`src/hdl/smd_pkg.sv`:
```
// ----------------------------------------------------------------------------
// String message decoder package
// Shared constants, status codes and the result record of the decoder.
// ----------------------------------------------------------------------------
`default_nettype none

package smd_pkg;

  // Default width of the payload byte counter.
  localparam int unsigned SmdCountBitsDefault = 32;

  // Tag bytes recognized in the message header.
  localparam logic [7:0] TagVersion = 8'hFF;
  localparam logic [7:0] TagPad     = 8'h00;
  localparam logic [7:0] TagOneByte = 8'h22;
  localparam logic [7:0] TagTwoByte = 8'h63;

  // Varint layout: seven data bits per byte, continuation in the top bit.
  localparam int unsigned VarintShift    = 7;
  localparam logic [2:0]  VarintKeepCnt  = 3'd5;
  localparam logic [2:0]  VarintSatCnt   = 3'd7;

  // Status reported with the last byte of a message.
  typedef enum logic [1:0] {
    StOk        = 2'd0,
    StTruncated = 2'd1,
    StBadTag    = 2'd2,
    StShort     = 2'd3
  } status_e;

  // One result of the decoder.
  typedef struct packed {
    logic        char_valid;
    logic [15:0] char_value;
    logic        msg_end;
    logic [1:0]  status;
  } smd_result_t;

endpackage

`default_nettype wire

```
`src/hdl/smd_if.sv`:
```
// ----------------------------------------------------------------------------
// String message decoder channels
// Valid/ready channels for the encoded bytes and the decoded results.
// ----------------------------------------------------------------------------
`default_nettype none

// Encoded byte stream, one byte per transfer.
interface smd_in_if;
  logic       valid;
  logic       ready;
  logic [7:0] in_byte;
  logic       in_last;

  modport source (output valid, output in_byte, output in_last, input ready);
  modport sink   (input valid, input in_byte, input in_last, output ready);
endinterface

// Decoded characters and end-of-message status, one result per transfer.
interface smd_out_if;
  logic        valid;
  logic        ready;
  logic        char_valid;
  logic [15:0] char_value;
  logic        msg_end;
  logic [1:0]  status;

  modport source (output valid, output char_valid, output char_value,
                  output msg_end, output status, input ready);
  modport sink   (input valid, input char_valid, input char_value,
                  input msg_end, input status, output ready);
endinterface

`default_nettype wire

```
`src/hdl/string_message_decoder_top.sv`:
```
// ----------------------------------------------------------------------------
// String message decoder
// Streams one serialized string message a byte at a time and emits its
// characters and a final status.
// ----------------------------------------------------------------------------
// The decoder takes one byte per cycle while results are taken. Each
// accepted byte is held in an input register and decoded by the parser in
// the following cycle. Its result, if any, is written to the output
// register when the byte moves on, which waits while that register holds a
// result not yet taken; results wait there until taken. A byte yields a
// result when it completes a character or carries the last-byte mark; other
// bytes only advance the parser. The rate is set by the single parser state
// update per cycle and holds at one byte per cycle while results are taken.
`default_nettype none

module string_message_decoder_top #(
  parameter int unsigned CountBits = smd_pkg::SmdCountBitsDefault
) (
  input  wire logic  clk_i,
  input  wire logic  rst_ni,
  smd_in_if.sink     in_ch_i,
  smd_out_if.source  out_ch_o
);

  import smd_pkg::*;

  logic        in_valid_q;
  logic [7:0]  in_byte_q;
  logic        in_last_q;

  logic        out_valid_q;
  smd_result_t out_q;

  smd_result_t result;
  logic        present;
  logic        out_free;
  logic        advance;

  // The held byte moves on when its result, if any, has a free slot.
  assign out_free      = ~out_valid_q | out_ch_o.ready;
  assign advance       = in_valid_q & (~present | out_free);
  assign in_ch_i.ready = ~in_valid_q | advance;

  smd_parse #(
    .CountBits (CountBits)
  ) u_parse (
    .clk_i     (clk_i),
    .rst_ni    (rst_ni),
    .take_i    (advance),
    .in_byte_i (in_byte_q),
    .in_last_i (in_last_q),
    .result_o  (result),
    .present_o (present)
  );

  // Input register.
  always_ff @(posedge clk_i or negedge rst_ni) begin
    if (!rst_ni) begin
      in_valid_q <= 1'b0;
    end else if (in_ch_i.ready) begin
      in_valid_q <= in_ch_i.valid;
    end
  end

  always_ff @(posedge clk_i) begin
    if (in_ch_i.valid && in_ch_i.ready) begin
      in_byte_q <= in_ch_i.in_byte;
      in_last_q <= in_ch_i.in_last;
    end
  end

  // Result register.
  always_ff @(posedge clk_i or negedge rst_ni) begin
    if (!rst_ni) begin
      out_valid_q <= 1'b0;
    end else if (advance && present) begin
      out_valid_q <= 1'b1;
    end else if (out_ch_o.ready) begin
      out_valid_q <= 1'b0;
    end
  end

  always_ff @(posedge clk_i) begin
    if (advance && present) begin
      out_q <= result;
    end
  end

  assign out_ch_o.valid      = out_valid_q;
  assign out_ch_o.char_valid = out_q.char_valid;
  assign out_ch_o.char_value = out_q.char_value;
  assign out_ch_o.msg_end    = out_q.msg_end;
  assign out_ch_o.status     = out_q.status;

endmodule

`default_nettype wire

```
`src/hdl/smd_parse.sv`:
```
// ----------------------------------------------------------------------------
// String message decoder parser
// Header and payload state machine; computes the result of the byte at its
// input and advances its state when that byte is taken.
// ----------------------------------------------------------------------------
`default_nettype none

module smd_parse #(
  parameter int unsigned CountBits = smd_pkg::SmdCountBitsDefault
) (
  input  wire logic                clk_i,
  input  wire logic                rst_ni,
  input  wire logic                take_i,
  input  wire logic [7:0]          in_byte_i,
  input  wire logic                in_last_i,
  output smd_pkg::smd_result_t     result_o,
  output logic                     present_o
);

  import smd_pkg::*;

  typedef enum logic [2:0] {
    PhTag     = 3'd0,
    PhVersion = 3'd1,
    PhCount   = 3'd2,
    PhPayload = 3'd3,
    PhDone    = 3'd4,
    PhBad     = 3'd5
  } phase_e;

  phase_e               phase_q, phase_d;
  logic                 wide_q, wide_d;
  logic [31:0]          acc_q, acc_d;
  logic [2:0]           shift_q, shift_d;
  logic [CountBits-1:0] left_q, left_d;
  logic [7:0]           low_q, low_d;
  logic                 half_q, half_d;
  logic [1:0]           err_q, err_d;

  logic [31:0]          acc_add;
  logic                 varint_end;
  logic                 char_valid;
  logic [15:0]          char_value;
  status_e              status;

  // Varint byte placed at its position; bits above 31 fall away.
  assign acc_add    = 32'(in_byte_i[6:0]) << (6'(shift_q) * 6'(VarintShift));
  assign varint_end = ~in_byte_i[7];

  // Next state and character for the byte at the input.
  always_comb begin
    phase_d    = phase_q;
    wide_d     = wide_q;
    acc_d      = acc_q;
    shift_d    = shift_q;
    left_d     = left_q;
    low_d      = low_q;
    half_d     = half_q;
    err_d      = err_q;
    char_valid = 1'b0;
    char_value = '0;

    if (phase_q == PhVersion || phase_q == PhCount) begin
      if (shift_q < VarintKeepCnt) begin
        acc_d = acc_q | acc_add;
      end
      if (shift_q < VarintSatCnt) begin
        shift_d = shift_q + 3'd1;
      end
    end

    unique case (phase_q)
      PhTag: begin
        if (in_byte_i == TagVersion) begin
          phase_d = PhVersion;
          acc_d   = '0;
          shift_d = '0;
        end else if (in_byte_i == TagPad) begin
          phase_d = PhTag;
        end else if (in_byte_i == TagOneByte || in_byte_i == TagTwoByte) begin
          wide_d  = (in_byte_i == TagTwoByte);
          phase_d = PhCount;
          acc_d   = '0;
          shift_d = '0;
        end else begin
          phase_d = PhBad;
          err_d   = StBadTag;
        end
      end
      PhVersion: begin
        if (varint_end) begin
          phase_d = PhTag;
        end
      end
      PhCount: begin
        if (varint_end) begin
          left_d = acc_d[CountBits-1:0];
          half_d = 1'b0;
          low_d  = '0;
          if (wide_q && acc_d[0]) begin
            err_d = StShort;
          end
          phase_d = (acc_d[CountBits-1:0] == '0) ? PhDone : PhPayload;
        end
      end
      PhPayload: begin
        if (wide_q) begin
          if (half_q) begin
            char_valid = 1'b1;
            char_value = {in_byte_i, low_q};
            half_d     = 1'b0;
          end else begin
            low_d  = in_byte_i;
            half_d = 1'b1;
          end
        end else begin
          char_valid = 1'b1;
          char_value = {8'h00, in_byte_i};
        end
        left_d = left_q - CountBits'(1);
        if (left_d == '0) begin
          phase_d = PhDone;
        end
      end
      PhDone, PhBad: begin
        phase_d = phase_q;
      end
      default: begin
        phase_d = phase_q;
      end
    endcase
  end

  // End-of-message status from the phase reached by this byte.
  always_comb begin
    status = StOk;
    if (in_last_i) begin
      case (phase_d)
        PhTag, PhVersion, PhCount: status = StTruncated;
        PhPayload:                 status = StShort;
        default:                   status = status_e'(err_q | err_d);
      endcase
    end
  end

  assign result_o.char_valid = char_valid;
  assign result_o.char_value = char_value;
  assign result_o.msg_end    = in_last_i;
  assign result_o.status     = status;
  assign present_o           = char_valid | in_last_i;

  // Parser state; the last byte of a message returns it to reset.
  always_ff @(posedge clk_i or negedge rst_ni) begin
    if (!rst_ni) begin
      phase_q <= PhTag;
      wide_q  <= 1'b0;
      acc_q   <= '0;
      shift_q <= '0;
      left_q  <= '0;
      low_q   <= '0;
      half_q  <= 1'b0;
      err_q   <= '0;
    end else if (take_i) begin
      if (in_last_i) begin
        phase_q <= PhTag;
        wide_q  <= 1'b0;
        acc_q   <= '0;
        shift_q <= '0;
        left_q  <= '0;
        low_q   <= '0;
        half_q  <= 1'b0;
        err_q   <= '0;
      end else begin
        phase_q <= phase_d;
        wide_q  <= wide_d;
        acc_q   <= acc_d;
        shift_q <= shift_d;
        left_q  <= left_d;
        low_q   <= low_d;
        half_q  <= half_d;
        err_q   <= err_d;
      end
    end
  end

endmodule

`default_nettype wire

```
`src/flat_wrapper.sv`:
```
// flat-port wrapper written by rule: the top's interface ports become plain ports
module string_message_decoder_top_flat import smd_pkg::*;
#(
  parameter int unsigned CountBits = smd_pkg::SmdCountBitsDefault
)
  (clk_i, rst_ni, in_ch_i_valid, in_ch_i_in_byte, in_ch_i_in_last, in_ch_i_ready, out_ch_o_valid, out_ch_o_char_valid, out_ch_o_char_value, out_ch_o_msg_end, out_ch_o_status, out_ch_o_ready);
  smd_in_if in_ch_i_i ();
  smd_out_if out_ch_o_i ();
  input  wire logic clk_i;
  input  wire logic rst_ni;
  input wire logic [$bits(in_ch_i_i.valid)-1:0] in_ch_i_valid;
  input wire logic [$bits(in_ch_i_i.in_byte)-1:0] in_ch_i_in_byte;
  input wire logic [$bits(in_ch_i_i.in_last)-1:0] in_ch_i_in_last;
  output wire logic [$bits(in_ch_i_i.ready)-1:0] in_ch_i_ready;
  output wire logic [$bits(out_ch_o_i.valid)-1:0] out_ch_o_valid;
  output wire logic [$bits(out_ch_o_i.char_valid)-1:0] out_ch_o_char_valid;
  output wire logic [$bits(out_ch_o_i.char_value)-1:0] out_ch_o_char_value;
  output wire logic [$bits(out_ch_o_i.msg_end)-1:0] out_ch_o_msg_end;
  output wire logic [$bits(out_ch_o_i.status)-1:0] out_ch_o_status;
  input wire logic [$bits(out_ch_o_i.ready)-1:0] out_ch_o_ready;
  assign in_ch_i_i.valid = in_ch_i_valid;
  assign in_ch_i_i.in_byte = in_ch_i_in_byte;
  assign in_ch_i_i.in_last = in_ch_i_in_last;
  assign in_ch_i_ready = in_ch_i_i.ready;
  assign out_ch_o_valid = out_ch_o_i.valid;
  assign out_ch_o_char_valid = out_ch_o_i.char_valid;
  assign out_ch_o_char_value = out_ch_o_i.char_value;
  assign out_ch_o_msg_end = out_ch_o_i.msg_end;
  assign out_ch_o_status = out_ch_o_i.status;
  assign out_ch_o_i.ready = out_ch_o_ready;
  string_message_decoder_top #(.CountBits(CountBits)) u_core (.clk_i(clk_i), .rst_ni(rst_ni), .in_ch_i(in_ch_i_i), .out_ch_o(out_ch_o_i));
endmodule
```
`config.mk`:
```
export PLATFORM = sky130hd
export DESIGN_NAME = string_message_decoder_top_flat
export DESIGN_NICKNAME = d
export VERILOG_FILES = /design/src/hdl/smd_pkg.sv /design/src/hdl/smd_if.sv /design/src/hdl/string_message_decoder_top.sv /design/src/hdl/smd_parse.sv /design/src/flat_wrapper.sv
export SDC_FILE = /design/constraint.sdc
export NUM_CORES = 1
export LEC_CHECK = 0
export ABC_AREA = 1
export BUFFER_PORTS_ARGS = -buffer_cell sky130_fd_sc_hd__buf_4
export CAP_MARGIN = 0
export CORE_MARGIN = 3
export CORE_UTILIZATION = 55
export CTS_BUF_LIST = sky130_fd_sc_hd__clkbuf_4 sky130_fd_sc_hd__clkbuf_8
export DETAILED_ROUTE_END_ITERATION = 10
export PLACE_DENSITY = 0.73
export RECOVER_POWER = 100
export SYNTH_ARGS = -nofsm -noshare
export SYNTH_HDL_FRONTEND = slang
export SYNTH_SLANG_ARGS = --single-unit
```
`constraint.sdc`:
```
create_clock -name clk_i -period 4.2 [get_ports clk_i]
set_input_delay 1.26 -clock clk_i [delete_from_list [all_inputs] [get_ports clk_i]]
set_output_delay 1.26 -clock clk_i [all_outputs]
set_load 0.03 [all_outputs]
```
## After elaboration in Yosys (flattened, before gate mapping)

Index checks and enable logic that the tools add are counted.

| cells by class | value |
|---|---|
| add/sub/neg operators | 2 |
| multipliers | 1 |
| divide/modulo/power cells | 0 |
| $lt $le $gt $ge | 2 |
| equality and inequality tests | 14 |
| shifts and indexed selects | 1 |
| muxes and demuxes | 56 |
| bitwise operators | 10 |
| reduce and logical (&&, ||, !) cells | 20 |

Operators by type and width:

| kind | count |
|---|---|
| 2-to-1 mux 32 bit | 9 |
| zero test 32 bit | 2 |
| one-hot mux 32 bit (2 select lines) | 1 |
| 2-to-1 mux 8 bit | 6 |
| 2-to-1 mux 3 bit | 15 |
| bitwise OR 32 bit | 1 |
| left shift 7 x 6 -> 32 bit | 1 |
| subtractor 32 x 1 -> 32 bit (second input constant) | 1 |
| one-hot mux 8 bit (2 select lines) | 1 |
| 2-to-1 mux 1 bit | 14 |
| == test 3 x 2 -> 1 bit (second input constant) | 4 |
| 2-to-1 mux 2 bit | 6 |
| one-hot mux 3 bit (4 select lines) | 1 |
| AND reduction 5 bit | 2 |
| == test 8 x 6 -> 1 bit (second input constant) | 1 |
| == test 8 x 7 -> 1 bit (second input constant) | 1 |
| == test 8 bit (second input constant) | 1 |
| zero test 8 bit | 1 |
| one-hot mux 2 bit (2 select lines) | 2 |
| == test 3 x 1 -> 1 bit (second input constant) | 2 |
| zero test 3 bit | 2 |
| < comparator 3 bit (second input constant) | 2 |
| multiplier 3 x 3 -> 6 bit (second input constant) | 1 |
| != test 3 x 2 -> 1 bit (second input constant) | 2 |
| other kinds (15) | 27 |

| storage, ports and cells | value |
|---|---|
| bits in registers | 113 |
| latch bits | 0 |
| memory bits (writable) | 0 |
| ROM bits | 0 |
| input port bits | 13 |
| output and inout port bits | 22 |
| word-level logic and storage cells | 123 |
| memories | 0 |

## Depth between registers and ports, before layout

Gate-level depths: netlist of run 1.

| depth | value |
|---|---|
| depth after elaboration | 12 |
| mapped depth | 17 |
| depth with buffers taken out | 16 |

## Hierarchy

Synthesis of run 1 repeated with hierarchy kept, for this count alone.

| unflattened totals | value |
|---|---|
| cells, all modules | 880 |
| area, all modules | 6428.7 um^2 |

By module, submodules not included:

| module | times used | cells an instance | area an instance (um^2) | sequential area each (um^2) |
|---|---|---|---|---|
| smd_parse | 1 | 836 | 5447.7 | 2052.0 |
| string_message_decoder_top | 1 | 44 | 980.9 | 920.9 |

## Worst setup path before layout of run 1

Ideal clock, no wire load.

| timing | value |
|---|---|
| path type | input to output |
| start point | in out_ch_o_ready |
| end point | out in_ch_i_ready |
| data arrival time | 1.672 ns |
| data required time | 2.940 ns |
| slack | 1.268 ns |
| stages | 2 |
| buffers on the path | 0 |
| cell sequence | inv_1 > nand4_1 |

| between the ends | value |
|---|---|
| longest elaborated chain between the ends | 4 |

Ends and longest elaborated chain:

| item | line | RTL |
|---|---|---|
| start, declared | flat_wrapper.sv:20 | `input wire logic [$bits(out_ch_o_i.ready)-1:0] out_ch_o_ready;` |
| bitwise OR 1 bit | string_message_decoder_top.sv:40 | `assign out_free = ~out_valid_q \| out_ch_o.ready;` |
| bitwise OR 1 bit | string_message_decoder_top.sv:41 | `assign advance = in_valid_q & (~present \| out_free);` |
| bitwise AND 1 bit | string_message_decoder_top.sv:41 |  |
| bitwise OR 1 bit | string_message_decoder_top.sv:42 | `assign in_ch_i.ready = ~in_valid_q \| advance;` |
| end, declared | flat_wrapper.sv:14 | `output wire logic [$bits(in_ch_i_i.ready)-1:0] in_ch_i_ready;` |

No other way between the ends.

## Final worst setup path of run 1

| timing | value |
|---|---|
| start point | reg u_core.u_parse.phase_q[2] |
| end point | out in_ch_i_ready |

| between the ends | value |
|---|---|
| longest elaborated chain between the ends | 7 |

Ends and longest elaborated chain:

| item | line | RTL |
|---|---|---|
| start, declared | smd_parse.sv:31 | `phase_e phase_q, phase_d;` |
| start signal, assigned | smd_parse.sv:155 | `phase_q <= PhTag;` |
| start signal, assigned | smd_parse.sv:165 | `phase_q <= PhTag;` |
| start signal, assigned | smd_parse.sv:174 | `phase_q <= phase_d;` |
| == test 3 x 2 -> 1 bit | smd_parse.sv:72 | `unique case (phase_q)` |
| 2-to-1 mux 1 bit | smd_parse.sv:72 |  |
| bitwise OR 1 bit | smd_parse.sv:150 | `assign present_o = char_valid \| in_last_i;` |
| NOT 1 bit | string_message_decoder_top.sv:41 |  |
| bitwise OR 1 bit | string_message_decoder_top.sv:41 |  |
| bitwise AND 1 bit | string_message_decoder_top.sv:41 |  |
| bitwise OR 1 bit | string_message_decoder_top.sv:42 |  |

No other way between the ends.

==> results of run 1 <==
## final timing paths
kind / depth (start not counted) / startpoint / end
worst max-delay path: 7 / u_core.u_parse.phase_q[2] / in_ch_i_ready
worst min-delay path: 2 / u_core.u_parse.acc_q[15] / u_core.u_parse.acc_q[15]
worst max register to register: 13 / u_core.u_parse.phase_q[2] / u_core.u_parse.acc_q[1]
worst min register to register: 2 / u_core.u_parse.acc_q[15] / u_core.u_parse.acc_q[15]
max in group asynchronous: 1 / rst_ni / u_core.u_parse.acc_q[4]
min in group asynchronous: 1 / rst_ni / u_core.u_parse.low_q[7]
## power groups by stage
| stage | logic [µW] | clock network [µW] | registers [µW] |
|---|---|---|---|
| finish | 1860 | 1150 | 1420 |
| global route | 2060 | 1210 | 1440 |
| CTS | 1860 | 1160 | 1420 |
| detailed placement | 1840 | 0 | 1440 |
| global placement | 1810 | 0 | 1430 |
| floorplan | 1440 | 0 | 1420 |
## cell type report
class                      instances  area [µm²]
fill                            1060        4310
inverter                         122         458
multi-input combinational        637        3100
clock buffer                      19         255
sequential                       113        2970
timing repair buffer              42         208
tap                              143         179
clock inverter                    13         185
## critical path, stage by stage, from the launching register on
cell and delay [ps]:
sky130_fd_sc_hd__dfrtp_1 450, sky130_fd_sc_hd__inv_2 120, sky130_fd_sc_hd__nand3_1 70, sky130_fd_sc_hd__buf_4 240
sky130_fd_sc_hd__o21ai_1 150, sky130_fd_sc_hd__clkbuf_1 460, sky130_fd_sc_hd__nand4_1 260, sky130_fd_sc_hd__clkbuf_1 270
## kinds of logic (layout without fill, tap and decap cells)
kind of cell	count (synthesis)	in the layout	share of synthesized area, %
simple gates	476	476	30.8
compound gates	151	151	14.0
buf+inv	151	196	9.47
flops	113	113	44.3
xor+xnor	7	7	0.913
fa+ha+maj	3	3	0.559
## layout by cell type, fill, tap and decap left out, types with 4 or more instances in the layout
| cell type | n |
|---|---|
| sky130_fd_sc_hd__a21oi_2 | 6 |
| sky130_fd_sc_hd__clkbuf_1 | 28 |
| sky130_fd_sc_hd__a21oi_1 | 19 |
| sky130_fd_sc_hd__nor3_1 | 12 |
| sky130_fd_sc_hd__inv_1 | 117 |
| sky130_fd_sc_hd__dfrtp_1 | 84 |
| sky130_fd_sc_hd__nand3_1 | 48 |
| sky130_fd_sc_hd__inv_2 | 5 |
| sky130_fd_sc_hd__nor2_1 | 155 |
| sky130_fd_sc_hd__edfxtp_1 | 29 |
| sky130_fd_sc_hd__buf_4 | 4 |
| sky130_fd_sc_hd__bufinv_16 | 4 |
| sky130_fd_sc_hd__o21ai_0 | 51 |
| sky130_fd_sc_hd__nor2_2 | 9 |
| sky130_fd_sc_hd__nand4_1 | 14 |
| sky130_fd_sc_hd__a211oi_1 | 9 |
| sky130_fd_sc_hd__clkbuf_4 | 10 |
| sky130_fd_sc_hd__o21bai_1 | 4 |
| sky130_fd_sc_hd__xor2_1 | 7 |
| sky130_fd_sc_hd__o31ai_1 | 4 |
| sky130_fd_sc_hd__clkinvlp_4 | 4 |
| sky130_fd_sc_hd__nand2_4 | 6 |
| sky130_fd_sc_hd__nand2_1 | 215 |
| sky130_fd_sc_hd__o22ai_1 | 29 |
| sky130_fd_sc_hd__nand2_2 | 5 |
| sky130_fd_sc_hd__o32ai_1 | 12 |
| sky130_fd_sc_hd__o21ai_1 | 6 |
| sky130_fd_sc_hd__clkbuf_8 | 18 |
## metal layers
metal,track usage (%),vias to the layer above
met3,6.01,35
li1,-,3020
met2,43.9,287
met4,9.74,0
met1,42.6,2973
met5,0,-
## state kept, by name, indices dropped and copies added, names as in the netlist
signal and count:
u_core.u_parse.low_q 8, u_core.u_parse.wide_q 1, u_core.in_valid_q 1, u_core.u_parse.phase_q 3
u_core.in_byte_q 8, u_core.out_ch_o.valid 1, u_core.out_ch_o.msg_end 1, u_core.u_parse.shift_q 3
u_core.out_ch_o.char_valid 1, u_core.u_parse.acc_q 32, u_core.in_last_q 1, u_core.u_parse.half_q 1
u_core.u_parse.err_q 2, u_core.out_ch_o.char_value 16, u_core.out_ch_o.status 2, u_core.u_parse.left_q 32
## stage by stage
step / utilization (%) / hold slack, ps / worst slack (ps) / cells / instance area (µm²)
2_1_floorplan: - / 452 / 1270 / 901 / 6720
3_3_place_gp: 60.3 / 467 / 642 / 1057 / 7030
3_5_place_dp: 60.3 / 476 / 618 / 1057 / 7030
4_1_cts: 64.1 / 492 / 824 / 1089 / 7470
5_1_grt: 63.1 / 541 / 216 / 1089 / 7350
6_report: 63.1 / 494 / 465 / 1089 / 7350
==> metrics list, run 1 <==
- The flow ran to the end, but the final reports show violations.
- The checks that failed: max-capacitance violations, max-slew violations.
* Total global-route track usage: 29.2%
- After the first detailed-routing iteration, the DRC count stood at 681.
- The number of setup buffers added after CTS is 0.
* Clock Tree Buf Depth: 2
- Antenna violations before repair: 0
- The clock network accounts for 25.9% of the total power.
- Actual transition at the worst max-transition pin: 2010 ps
- Drt drc: 0
- Measured along the x axis, the die boundary spans 116 µm.
- Share of the clock period used by the worst path after layout: 88.9%
- Sequential cells account for 32.1% of the total power.
- Final Wtd Congestion: 0.914
- Final max-slew violation count: 136
- STA classifies the critical path endpoint as a primary output.
- CTS tree: done
- Cell accounting for the most synthesized area: sky130_fd_sc_hd__dfrtp_1
- Count of cells resized by post-cts repair: 0
- Synth top area share: 31.3%
- Sequential elements use 44.3% of the synthesized area.
- Largest net degree at the start of global routing: 78
- Detailed routing placed a total of 8.61 mm of wire on met2.
- After routing, the total negative slack on setup checks comes to 0 ps.
* Library cell with the highest instance count after synthesis: sky130_fd_sc_hd__nand2_1
- From synthesis to final layout, the design area changed by 9.50%.
* Drt first pass iters: 5
* Die Span Y: 116 µm
* Final layout net count: 949
- In this run the mean area of a mapped cell was 7.45 µm².
- The worst setup path is of the reg -> out kind.
- The core region is 11700 µm².
- Diode count: 0
- Layout cells sized above 1: 8.88%
- Cell internal pwr: 2470 µW
- Routed via count divided by cell count: 5.80
- Internal reg-to-reg setup slack: 470 ps
- The worst setup path is launched from a register.
* Combinational fraction of design power: 42.0%
- Number of placement rows: 39
- After detailed routing, no signal wire sits above met4.
- The tool flagged a number of max-cap violations equal to 3.
- Port Buffer Count: 34
* Synth warnings: 0
- Critical Path RT: 2940 ps
- The tree is rooted in a sky130_fd_sc_hd__clkbuf_8.
- Routed metal-1 wirelength: 8.40 mm
- Mapped Area: 6720 µm²
* First-pass GRT wire length: 30.3 mm
* Boundary pin count: 35
- The clock drives 113 sinks.
- Power after layout: 4430 µW
* Wire length reported by the detailed router: 18.9 mm
- The H-tree generated during clock tree synthesis spans 4 levels.
* Insertion delay of the later-clocked pin in the worst-skew pair: 450 ps
- Static timing analysis puts the maximum clock frequency at 268 MHz.
- Total of hold buffers inserted after clock tree synthesis: 0
- The synthesized design contains 113 register bits.
* Top FF cell, synth: sky130_fd_sc_hd__dfrtp_1
- Clock slew at the register clock pins of the worst setup and hold paths: 70 ps
* Number of buffers inserted during clock tree synthesis: 17
* Worst Path Arrival: 2480 ps
* Path class of the lowest-slack min-delay path: reg -> reg
- The via count of the first global-routing pass came to 5846.
* Switching share of power: 44.3%
* Final count of hold timing violations: 0
* Pwr per Cell Area: 602 nW/µm²
- The HPWL after detailed placement is 13.6 mm.
- The routed design uses 1.52 mm of met3 wire.
* Psw: 1960 µW
* Die Footprint: 13600 µm²
* Count of cell types in the netlist: 40
* Setup violations, final: 0
* Post-Synthesis Net Count: 917
* GR Overflow Total: 0
- VDD IR max: 375 µV
* Wirelength per Cell: 17.4 µm
- For the final database, setup skew stands at 13.1 ps.
- The detailed router placed 6315 vias in this run.
- For this configuration, the core starts out at a cell density of 57.6%.
* Number of standard cells after synthesis: 901
* RSZ-0062 raised after global routing: no
- Of all nets on the critical path, the largest fanout is 29.
- Synth area leaders: sky130_fd_sc_hd__dfrtp_1 31%, sky130_fd_sc_hd__edfxtp_1 13%, sky130_fd_sc_hd__nand2_1 12%
* Number of synthesized flops with an enable pin: 29
- Worst slew margin: -34.3%
- Crit path time final: 3740 ps
- The count of nets left with antenna violations once routing finished came out at 0.
* Synth async-reset ratio: 74.3%
- Static leakage power: 0.00353 µW
* Synth cell count leaders: 214 x sky130_fd_sc_hd__nand2_1, 153 x sky130_fd_sc_hd__nor2_1, 115 x sky130_fd_sc_hd__inv_1
Power figures use the tool's default switching activity.
==> run 2, diff against run 1 <==
clock period = 4.1 ns   (was 4.2 ns; I/O delays follow)
==> run 2 against run 1 <==
The flow still finishes with violations (max-capacitance violations, max-slew violations). Clock skew down 2.9 ps. Worst hold slack gained 8.8 ps. Flip-flop and latch count stayed put. Clock power is 3% lower. Sequential power rose by 3%. Combinational power is 2% higher. Wire length about the same. Design area fell by 0.36%. Worst setup slack got worse by 52 ps. Via count up 0.40%. Critical path depth shrank 1. Critical endpoint unchanged.
==> metrics list, run 2 (synthesis gave the netlist of run 1 again) <==
* Critical-path maximum fanout: 14
- Drt drc: 0
- Fill cells: 1081
- Global routing usage on met3: 6.74%
- The die is 116 µm wide.
* Total global-route track usage: 30.3%
* Depth of the worst hold-timing path: 2
* Share of the clock period used by the worst path after layout: 89.9%
- For this design the top-level I/O count stands at 35.
- For this run the aggregate overflow at the end of global routing stands at 0.
- For this run, global-route usage on met1 was measured as 42.9%.
- Path class of the lowest-slack min-delay path: reg -> reg
- Actual transition at the worst max-transition pin: 2170 ps
- After floorplanning, the core was sized to cover 11700 µm².
* Final count of hold timing violations: 0
* Maximum frequency from static timing analysis: 271 MHz
- The number of pins exceeding their max-slew limit in the final report was 104.
- Measured in cells, the most critical reg-to-reg path has a length of 12.
- Wirelength per Cell: 17.4 µm
- The H-tree was split into 4 levels.
* Drt first pass iters: 6
- The initial antenna violation count is 1.
* Busiest layer in global routing: met2
- Clock slew at the register clock pins of the worst setup and hold paths: 70 ps
- Of the cells placed in the final design, the portion with a size suffix greater than 1 is 9.43%.
- Wire length reported by the detailed router: 18.9 mm
- The via count of the first global-routing pass is 6018.
- Area of all placed cells without fillers: 7330 µm²
- During placement, the flow inserted port buffers numbering 34.
- Data on the critical path is required at its endpoint by 2870 ps.
- Number of DRC markers after the initial detailed-route iteration: 707
- Across the run, the number of max-cap violations was 2.
* Status: finished with violations
* Area used by multi-input combinational logic: 3100 µm²
- Capturing element type of the critical path: primary output
- Largest net degree at the start of global routing: 85
* Violations in the final reports: max-capacitance violations, max-slew violations
- In this run, post-CTS hold repair placed 0 buffers.
- The floorplan step defined a die boundary enclosing 13600 µm².
* Number of buffers inserted during clock tree synthesis: 17
- The first global-routing pass estimated 31.4 mm of wire.
- The clock reaches the later pin of the worst-skew pair after 460 ps.
- Setup TNS Final: 0 ps
* Final Wtd Congestion: 0.912
* Clock root buffer: sky130_fd_sc_hd__clkbuf_8
* Nature of the critical path startpoint: register
- The longest clock path from root to sink contains 2 buffers.
* Sequential standard cell area: 2970 µm²
- Across all register-to-register paths, the minimum setup slack is 610 ps.
* Routed via count divided by cell count: 5.83
- The number of gates resized after CTS was 0.
* Postcts setup bufs: 0
- In the final design database the tool counted 947 nets.
* Worst slew margin: -44.8%
- Static leakage power: 0.00353 µW
- Layout Skew: 10.2 ps
- Number of sinks on the clock net: 113
- The repair_antennas step left the layout with diodes totalling 0.
* Power after layout: 4470 µW
- The floorplan has 39 rows.
* Total via count after detailed routing: 6340
- Setup repair after global routing left no endpoint under its margin.
* Initial core utilization: 57.6%
- Post-DP HPWL: 13.8 mm
* Worst Path Arrival: 2460 ps
- Commonest cells after routing, fill and taps aside: 214 x sky130_fd_sc_hd__nand2_1, 155 x sky130_fd_sc_hd__nor2_1, 116 x sky130_fd_sc_hd__inv_1, 84 x sky130_fd_sc_hd__dfrtp_1, 52 x sky130_fd_sc_hd__o21ai_0
- The smallest clock period supported by the final layout is computed as 3690 ps.
* Pwr per Cell Area: 609 nW/µm²
- The detail route stage leaves a number of antenna-violating nets equal to 0.
- Synth-to-layout area growth: 9.11%
- TritonCTS built the clock tree.
- Across the VDD grid, the largest voltage drop is 361 µV.
* Area of placed instances: 7020 µm²
- Die Span Y: 116 µm
- Most common library cell in the layout ignoring fill and taps: sky130_fd_sc_hd__nand2_1
* Start-to-end type of the worst setup path: reg -> out
- For this run, global-route usage on met2 was measured as 45.7%.
* Setup violations, final: 0
-- run 2: final timing paths --
check | from | endpoint
min in group asynchronous | rst_ni | u_core.u_parse.left_q[28]
max in group asynchronous | rst_ni | u_core.u_parse.acc_q[14]
min reg2reg | u_core.u_parse.acc_q[15] | u_core.u_parse.acc_q[15]
min | u_core.u_parse.acc_q[15] | u_core.u_parse.acc_q[15]
max | u_core.u_parse.wide_q | in_ch_i_ready
max reg2reg | u_core.u_parse.wide_q | u_core.u_parse.left_q[25]
-- run 2: critical path, stage by stage (launching register included) --
cell and delay [ps]:
sky130_fd_sc_hd__dfrtp_1 560, sky130_fd_sc_hd__inv_1 140, sky130_fd_sc_hd__nor2_1 70, sky130_fd_sc_hd__o21ai_0 150, sky130_fd_sc_hd__clkbuf_1 510, sky130_fd_sc_hd__nand4_1 270
sky130_fd_sc_hd__clkbuf_1 280
-- run 2: metrics by stage --
step / cells / hold slack (ps) / worst slack, ps / util (%)
after global placement: 1055 / 468 / 763 / 60.2
final: 1087 / 503 / 412 / 62.8
after global routing: 1087 / 537 / 297 / 62.8
after floorplan: 901 / 452 / 1230 / -
after detailed placement: 1055 / 477 / 703 / 60.2
after CTS: 1087 / 498 / 848 / 63.7
-- run 2: power breakdown --
group          internal [µW]  switching [µW]  total (µW)
combinational            541            1360        1900
sequential              1300             152        1460
clock                    622             490        1110
total                   2470            2000        4470
-- run 2: layer usage --
| layer | routed length [µm] | vias to the layer above |
|---|---|---|
| li1 | - | 3027 |
| met4 | 427 | 2 |
| met2 | 8650 | 248 |
| met5 | 13 | - |
| met1 | 8350 | 3023 |
| met3 | 1500 | 40 |
-- run 2: cell type report --
| type | count | area share (%) |
|---|---|---|
| sequential | 113 | 40.6 |
| tap | 143 | 2.44 |
| inverter | 122 | 6.25 |
| timing repair buffer | 40 | 2.77 |
| clock buffer | 19 | 3.48 |
| multi-input combinational | 637 | 42.3 |
| clock inverter | 13 | 2.20 |
